File: src/sv/utf8d_pkg.sv
// ----------------------------------------------------------------------------
// utf8d_pkg
// Shared types and constants for the UTF-8 to code point decoder.
// ----------------------------------------------------------------------------
package utf8d_pkg;

	// Result kinds
	typedef enum logic [1:0] {
		KIND_CODE  = 2'd0,
		KIND_ERROR = 2'd1,
		KIND_END   = 2'd2
	} kind_t;

	// One decoded result
	typedef struct packed {
		logic [15:0] code_point;
		kind_t       kind;
	} result_t;

	// Decoder step outcome handed to the output register
	typedef struct packed {
		logic    has_result;
		result_t res;
	} step_out_t;

	// Continuation bytes still expected
	localparam logic [1:0] PEND_NONE = 2'd0;
	localparam logic [1:0] PEND_ONE  = 2'd1;
	localparam logic [1:0] PEND_TWO  = 2'd2;

	// Byte class prefixes
	localparam logic [1:0] CONT_TAG  = 2'b10;   // 10xxxxxx
	localparam logic [2:0] LEAD2_TAG = 3'b110;  // 110xxxxx
	localparam logic [3:0] LEAD3_TAG = 4'b1110; // 1110xxxx

endpackage

File: src/sv/utf8d_byte_if.sv
// ----------------------------------------------------------------------------
// utf8d_byte_if
// Byte stream channel: one UTF-8 byte per transaction.
// ----------------------------------------------------------------------------
interface utf8d_byte_if;
	logic       valid;
	logic       ready;
	logic [7:0] in_byte;

	modport source (output valid, output in_byte, input ready);
	modport sink   (input valid, input in_byte, output ready);
endinterface

File: src/sv/utf8d_cp_if.sv
// ----------------------------------------------------------------------------
// utf8d_cp_if
// Result channel: one code point, error or end marker per transaction.
// ----------------------------------------------------------------------------
interface utf8d_cp_if;
	logic        valid;
	logic        ready;
	logic [15:0] code_point;
	logic [1:0]  kind;

	modport source (output valid, output code_point, output kind, input ready);
	modport sink   (input valid, input code_point, input kind, output ready);
endinterface

File: src/sv/utf8d_core.sv
// ----------------------------------------------------------------------------
// utf8d_core
// Sequence state and single-byte decode step.
// ----------------------------------------------------------------------------
module utf8d_core (
	input  logic                 clk,
	input  logic                 arst_n,
	input  logic                 step_en,
	input  logic [7:0]           byte_s1,
	output utf8d_pkg::step_out_t step
);

	logic [1:0]  pending_q;
	logic [15:0] partial_q;
	logic        discard_q;

	logic [1:0]  pending_d;
	logic [15:0] partial_d;
	logic        discard_d;
	logic [15:0] shifted;

	assign shifted = {partial_q[9:0], byte_s1[5:0]};

	always_comb begin
		step.has_result     = 1'b0;
		step.res.code_point = '0;
		step.res.kind       = utf8d_pkg::KIND_CODE;
		pending_d           = pending_q;
		partial_d           = partial_q;
		discard_d           = discard_q;

		if (discard_q) begin
			// dropping until end of string
			if (byte_s1 == 8'h00) begin
				step.has_result = 1'b1;
				step.res.kind   = utf8d_pkg::KIND_END;
				discard_d       = 1'b0;
				pending_d       = utf8d_pkg::PEND_NONE;
				partial_d       = '0;
			end
		end else if (pending_q != utf8d_pkg::PEND_NONE) begin
			if (byte_s1 == 8'h00) begin
				// string ended mid-sequence: error, no discard
				step.has_result = 1'b1;
				step.res.kind   = utf8d_pkg::KIND_ERROR;
				pending_d       = utf8d_pkg::PEND_NONE;
				partial_d       = '0;
			end else if (byte_s1[7:6] != utf8d_pkg::CONT_TAG) begin
				step.has_result = 1'b1;
				step.res.kind   = utf8d_pkg::KIND_ERROR;
				pending_d       = utf8d_pkg::PEND_NONE;
				partial_d       = '0;
				discard_d       = 1'b1;
			end else begin
				pending_d = pending_q - 2'd1;
				if (pending_q == utf8d_pkg::PEND_ONE) begin
					step.has_result     = 1'b1;
					step.res.code_point = shifted;
					partial_d           = '0;
				end else begin
					partial_d = shifted;
				end
			end
		end else begin
			if (byte_s1 == 8'h00) begin
				step.has_result = 1'b1;
				step.res.kind   = utf8d_pkg::KIND_END;
			end else if (!byte_s1[7]) begin
				step.has_result     = 1'b1;
				step.res.code_point = {8'h00, byte_s1};
			end else if (byte_s1[7:5] == utf8d_pkg::LEAD2_TAG) begin
				partial_d = {11'd0, byte_s1[4:0]};
				pending_d = utf8d_pkg::PEND_ONE;
			end else if (byte_s1[7:4] == utf8d_pkg::LEAD3_TAG) begin
				partial_d = {12'd0, byte_s1[3:0]};
				pending_d = utf8d_pkg::PEND_TWO;
			end else begin
				// stray continuation or four-byte/invalid lead
				step.has_result = 1'b1;
				step.res.kind   = utf8d_pkg::KIND_ERROR;
				partial_d       = '0;
				discard_d       = 1'b1;
			end
		end
	end

	always_ff @(posedge clk or negedge arst_n) begin
		if (!arst_n) begin
			pending_q <= utf8d_pkg::PEND_NONE;
			partial_q <= '0;
			discard_q <= 1'b0;
		end else if (step_en) begin
			pending_q <= pending_d;
			partial_q <= partial_d;
			discard_q <= discard_d;
		end
	end

endmodule

File: src/sv/utf8d_out_reg.sv
// ----------------------------------------------------------------------------
// utf8d_out_reg
// Result register driving the code point channel.
// ----------------------------------------------------------------------------
module utf8d_out_reg (
	input  logic               clk,
	input  logic               arst_n,
	input  logic               load,
	input  utf8d_pkg::result_t res,
	output logic               free,
	utf8d_cp_if.source         points
);

	logic               valid_q;
	utf8d_pkg::result_t res_q;

	assign free = !valid_q || points.ready;

	always_ff @(posedge clk or negedge arst_n) begin
		if (!arst_n) begin
			valid_q <= 1'b0;
		end else if (load) begin
			valid_q <= 1'b1;
		end else if (points.ready) begin
			valid_q <= 1'b0;
		end
	end

	always_ff @(posedge clk) begin
		if (load) begin
			res_q <= res;
		end
	end

	assign points.valid      = valid_q;
	assign points.code_point = res_q.code_point;
	assign points.kind       = res_q.kind;

endmodule

File: src/sv/utf8_to_code_point_decoder.sv
// ----------------------------------------------------------------------------
// utf8_to_code_point_decoder
// UTF-8 byte stream to 16-bit code point decoder (1-, 2- and 3-byte forms).
// ----------------------------------------------------------------------------
// Path: a result passes through the byte register, then the result register,
//   and is further delayed by any result channel stall.
// Throughput: 1 byte per cycle while the result channel does not stall; the
//   decode step is combinational between the byte register and result register.
// Reset: arst_n clears the sequence state, discard flag and both valid bits.
// ----------------------------------------------------------------------------
module utf8_to_code_point_decoder (
	input  logic       clk,
	input  logic       arst_n,
	utf8d_byte_if.sink text,
	utf8d_cp_if.source points
);

	// Byte stage
	logic       valid_s1;
	logic [7:0] byte_s1;

	utf8d_pkg::step_out_t step;
	logic                 out_free;
	logic                 advance;
	logic                 load;

	// The staged byte moves on when the result register can take its
	// result, or when it produces none (continuation, lead, dropped byte).
	assign advance    = valid_s1 && (out_free || !step.has_result);
	assign load       = advance && step.has_result;
	assign text.ready = !valid_s1 || advance;

	always_ff @(posedge clk or negedge arst_n) begin
		if (!arst_n) begin
			valid_s1 <= 1'b0;
		end else if (text.ready) begin
			valid_s1 <= text.valid;
		end
	end

	always_ff @(posedge clk) begin
		if (text.ready && text.valid) begin
			byte_s1 <= text.in_byte;
		end
	end

	// Decode step with sequence state; state commits only when the byte leaves
	utf8d_core u_core (
		.clk     (clk),
		.arst_n  (arst_n),
		.step_en (advance),
		.byte_s1 (byte_s1),
		.step    (step)
	);

	// Result register decouples the consumer from the decode step
	utf8d_out_reg u_out (
		.clk    (clk),
		.arst_n (arst_n),
		.load   (load),
		.res    (step.res),
		.free   (out_free),
		.points (points)
	);

	// A result is never loaded over one that has not been taken
	a_no_overwrite: assert property (@(posedge clk) disable iff (!arst_n)
		load |-> out_free)
		else $error("result register overwritten");

	// A zero byte always ends the string with some result
	a_zero_gives_result: assert property (@(posedge clk) disable iff (!arst_n)
		(advance && byte_s1 == 8'h00) |-> step.has_result)
		else $error("zero byte produced no transaction");

	// Error and end results carry a zero code point
	a_nondata_zero: assert property (@(posedge clk) disable iff (!arst_n)
		(points.valid && points.kind != utf8d_pkg::KIND_CODE) |-> points.code_point == 16'h0000)
		else $error("non-data result with nonzero code point");

	// A loaded result is presented in the next cycle
	a_load_shows: assert property (@(posedge clk) disable iff (!arst_n)
		load |=> points.valid)
		else $error("loaded result not presented");

endmodule

File: src/flat_wrapper.sv
// flat-port wrapper written by rule: the top's interface ports become plain ports
module utf8_to_code_point_decoder_flat 
  (clk, arst_n, text_valid, text_in_byte, text_ready, points_valid, points_code_point, points_kind, points_ready);
  utf8d_byte_if text_i ();
  utf8d_cp_if points_i ();
  input  logic clk;
  input  logic arst_n;
  input wire logic [$bits(text_i.valid)-1:0] text_valid;
  input wire logic [$bits(text_i.in_byte)-1:0] text_in_byte;
  output wire logic [$bits(text_i.ready)-1:0] text_ready;
  output wire logic [$bits(points_i.valid)-1:0] points_valid;
  output wire logic [$bits(points_i.code_point)-1:0] points_code_point;
  output wire logic [$bits(points_i.kind)-1:0] points_kind;
  input wire logic [$bits(points_i.ready)-1:0] points_ready;
  assign text_i.valid = text_valid;
  assign text_i.in_byte = text_in_byte;
  assign text_ready = text_i.ready;
  assign points_valid = points_i.valid;
  assign points_code_point = points_i.code_point;
  assign points_kind = points_i.kind;
  assign points_i.ready = points_ready;
  utf8_to_code_point_decoder u_core (.clk(clk), .arst_n(arst_n), .text(text_i), .points(points_i));
endmodule
File: config.mk
export PLATFORM = sky130hd
export DESIGN_NAME = utf8_to_code_point_decoder_flat
export DESIGN_NICKNAME = d
export VERILOG_FILES = /design/src/sv/utf8d_pkg.sv /design/src/sv/utf8d_byte_if.sv /design/src/sv/utf8d_cp_if.sv /design/src/sv/utf8d_core.sv /design/src/sv/utf8d_out_reg.sv /design/src/sv/utf8_to_code_point_decoder.sv /design/src/flat_wrapper.sv
export SDC_FILE = /design/constraint.sdc
export NUM_CORES = 1
export LEC_CHECK = 0
export BUFFER_PORTS_ARGS = -buffer_cell sky130_fd_sc_hd__buf_2
export CAP_MARGIN = 10
export CORE_MARGIN = 8
export CORE_UTILIZATION = 40
export DETAILED_ROUTE_END_ITERATION = 8
export GPL_TIMING_DRIVEN = 1
export HOLD_SLACK_MARGIN = 0.08
export SKIP_LAST_GASP = 1
export SLEW_MARGIN = 20
export SYNTH_ARGS = -nofsm -noshare
export SYNTH_HDL_FRONTEND = slang
export SYNTH_HIERARCHICAL = 1
export SYNTH_SLANG_ARGS = --single-unit
export TNS_END_PERCENT = 5
File: constraint.sdc
create_clock -name clk -period 5.1 [get_ports clk]
set_input_delay 0.51 -clock clk [delete_from_list [all_inputs] [get_ports clk]]
set_output_delay 0.51 -clock clk [all_outputs]
set_load 0.005 [all_outputs]
==> metrics.md <==
| Metric | Value |
|---|---|
| Seq cells post-synth | `between 40 and 50` |
| Worst-Skew Late Latency | `0.29 ns` |
| Core area | `0.00463 mm²` |
| DRT Wirelength | `around 3300 µm` |
| Antenna Nets Post-Route | `0` |
| Synth area leader | `edfxtp_1` |
| Number of buffers inserted by port buffering | `31` |
| Clk buf depth | `2` |
| Vias/cell | `4.84` |
| Fin crit share | `about 56%` |
| Vias | `1167` |
| Post-synth top area share | `41.5%` |
| Synthesized Nets | `168` |
| Int Pwr | `just over 500 µW` |
| Commonest register cell after synthesis | `edfxtp_1` |
| Largest net degree at the start of global routing | `21` |
| Initial antenna violation count | `0` |
| Root Driver | `clkbuf_8` |
| Skew final | `around 0.0066 ns` |
| Seq pwr share | `56.4%` |
| PD cells | `between 300 and 400 mW/mm²` |
| Syn Inst Count | `154` |
| Clock power share | `31.5%` |
| Minimum clock period | `2.86 ns` |
| Rel. slew slack | `48.3%` |
| Routed len/inst | `13.7 µm` |
| Area contributors post-synth | `edfxtp_1 42%, dfrtp_1 20%, and2_1 5.3%, nand2_1 5.0%, o21ai_2 4.7%` |
| Number of synthesized flops with an enable pin | `26` |
| Hold Crit Class | `in2async` |
| GP Congestion | `0.908` |
| Initial DRC Count | `57` |
| Chip Height | `84.5 µm` |
| Slew Viols, Final | `0` |
| DRC violations left | `0` |
| CP Capture Type | `flip-flop` |
| YS warnings | `6` |
| Net Switching | `around 170 µW` |
| Initial Util | `between 40% and 50%` |
| H-tree levels | `2` |
| Peak supply drop | `roughly 140 µV` |
| Leak | `0.000891 µW` |
| Ports | `32` |
| Count leader, synth | `edfxtp_1` |
| Final nets | `200` |
| CTS tree | `done` |
| Layout fillers | `454` |
| Gr usage total | `10.2%` |
| Post-synthesis sequential area ratio | `about three fifths` |
| Highest clock rate | `between 300 and 400 MHz` |
| CP Data Arrival Time | `around 3.1 ns` |
| Max cap viols | `0` |
| Antenna cells | `0` |
| Grt ovf | `0` |
| Cts repair resizes | `0` |
| Hpwl dp | `2420 µm` |
| Hold_ws | `about 0.11 ns` |
| Hold Vio Cnt, Final | `0` |
| Crit path kind | `reg2reg` |
| Worst-Margin Slew | `0.775 ns` |
| Mapped Area | `0.00188 mm²` |
| Share of cells above drive strength 1 | `31.6%` |
| Post-synth ARST share | `36.6%` |
| Drt pass-1 iters | `4` |
| Cts hold-fix bufs | `0` |
| Finished Core Util | `46.3%` |
| Clock slew at reported path FFs | `0.08 ns` |
| Commonest cells in the netlist | `26 x edfxtp_1, 25 x nand2_1, 16 x and2_1, 15 x dfrtp_1, 10 x o21ai_2` |
| First-pass GRT wire length | `5830 µm` |
| Die area | `a little over 0.007 mm²` |
| Average size of a mapped cell | `12.2 µm²` |
| Die X | `84.5 µm` |
| Area growth syn-to-layout | `14.1%` |
| RSZ-0062 raised after global routing | `no` |
| Number of CTS-inserted buffers | `5` |
| Site row count | `25` |
| Status | `finished, final reports clean` |
| Yosys cell types | `35` |
| Setup_tns | `0 ns` |
| Worst EP required | `around 5.3 ns` |
| Startpoint types | `flip-flop` |
| Vias in the first global route | `1245` |
| # setup viols final | `0` |
| CP Max Fanout | `20` |
| Post-CTS setup repair buffer count | `0` |
| Power share of the combinational group | `12.1%` |
| # clock sinks | `41` |
| Sw frac | `25.2%` |
path summary, 6_finish.rpt:
check,slack [ns],depth (start not counted),start,to
worst max-delay path,2.24,10,u_core/u_core/pending_q[0],u_core/u_core/partial_q[4]
worst min-delay path,0.11,1,arst_n,u_core/u_core/partial_q[9]
worst max register to register,2.24,10,u_core/u_core/pending_q[0],u_core/u_core/partial_q[4]
worst min register to register,0.47,2,u_core/u_core/partial_q[6],u_core/u_core/partial_q[6]
max in group asynchronous,4.73,1,arst_n,u_core/u_core/pending_q[0]
min in group clk,0.39,1,text_in_byte[2],u_core/byte_s1[2]
worst max-delay path, cell delays in order (launching register included):
cell	delay, ns
dfrtp_1	0.42
inv_1	0.08
ha_1	0.34
nor3_1	0.11
a31o_2	0.24
a22oi_1	0.30
a21boi_0	0.23
o21ai_1	0.21
a21o_1	0.63
nand2_1	0.14
o21ai_2	0.09
kinds of logic (layout without fill, tap and decap cells):
group / Yosys count / after routing / share of synthesized area [%]
simple gates: 71 / 71 / 22.4
flops: 41 / 41 / 61.5
compound gates: 29 / 29 / 10.9
buf+inv: 11 / 44 / 3.86
fa+ha+maj: 2 / 2 / 1.33
area by class of cell:
class,count,area [µm²],area share (%)
multi-input cells,102,651,30.3
flip-flops and latches,41,1160,53.9
clock inverters,2,13.8,0.642
clock buffers,6,82.6,3.85
well taps,54,67.6,3.15
repair buffers,31,155,7.23
inverters,5,18.8,0.875
per-stage QoR:
stage               worst slack, ns  power (µW)  area, µm²  std cells
floorplan                      2.95         458       1880        154
global placement               2.38         475       2050        233
detailed placement             2.26         479       2050        233
CTS                            2.22         698       2140        241
global route                   1.92         727       2140        241
finish                         2.24         688       2140        241
cell usage in the layout (no fill, tap or decap), drive strengths merged, types with 2 or more instances in the layout:
cell type	count
nand3	2
buf	31
nand2b	7
clkbuf	6
nor3	3
nor2	8
nor2b	3
clkinv	2
and2	17
edfxtp	26
dfrtp	15
nand2	26
inv	5
a21oi	5
ha	2
o21ai	15
nor4	3
power by group through the flow:
| stage | combinational [µW] | sequential (µW) | clock (µW) |
|---|---|---|---|
| CTS | 84.3 | 388 | 225 |
| floorplan | 69.3 | 388 | 0 |
| global placement | 80.8 | 394 | 0 |
| finish | 83.3 | 388 | 217 |
| detailed placement | 83.6 | 395 | 0 |
| global route | 95.5 | 391 | 240 |
registers in the layout, summed over array words and instances, names as in the netlist:
register,cells
u_core/byte_s1,8
u_core/u_core/discard_q,1
u_core/u_core/partial_q,10
u_core/u_core/pending_q,2
u_core/u_out/points.code_point,16
u_core/u_out/points.kind,2
u_core/u_out/points.valid,1
u_core/valid_s1,1
layer usage:
layer  part of all wire (%)  global-route usage (%)  wire (µm)
met5                      0                       0          0
met4                    1.5                    3.88         49
met3                    6.4                    4.20        212
met2                     49                    16.8       1610
met1                     43                    11.6       1430
No activity file was read; power rests on OpenSTA's default activity.
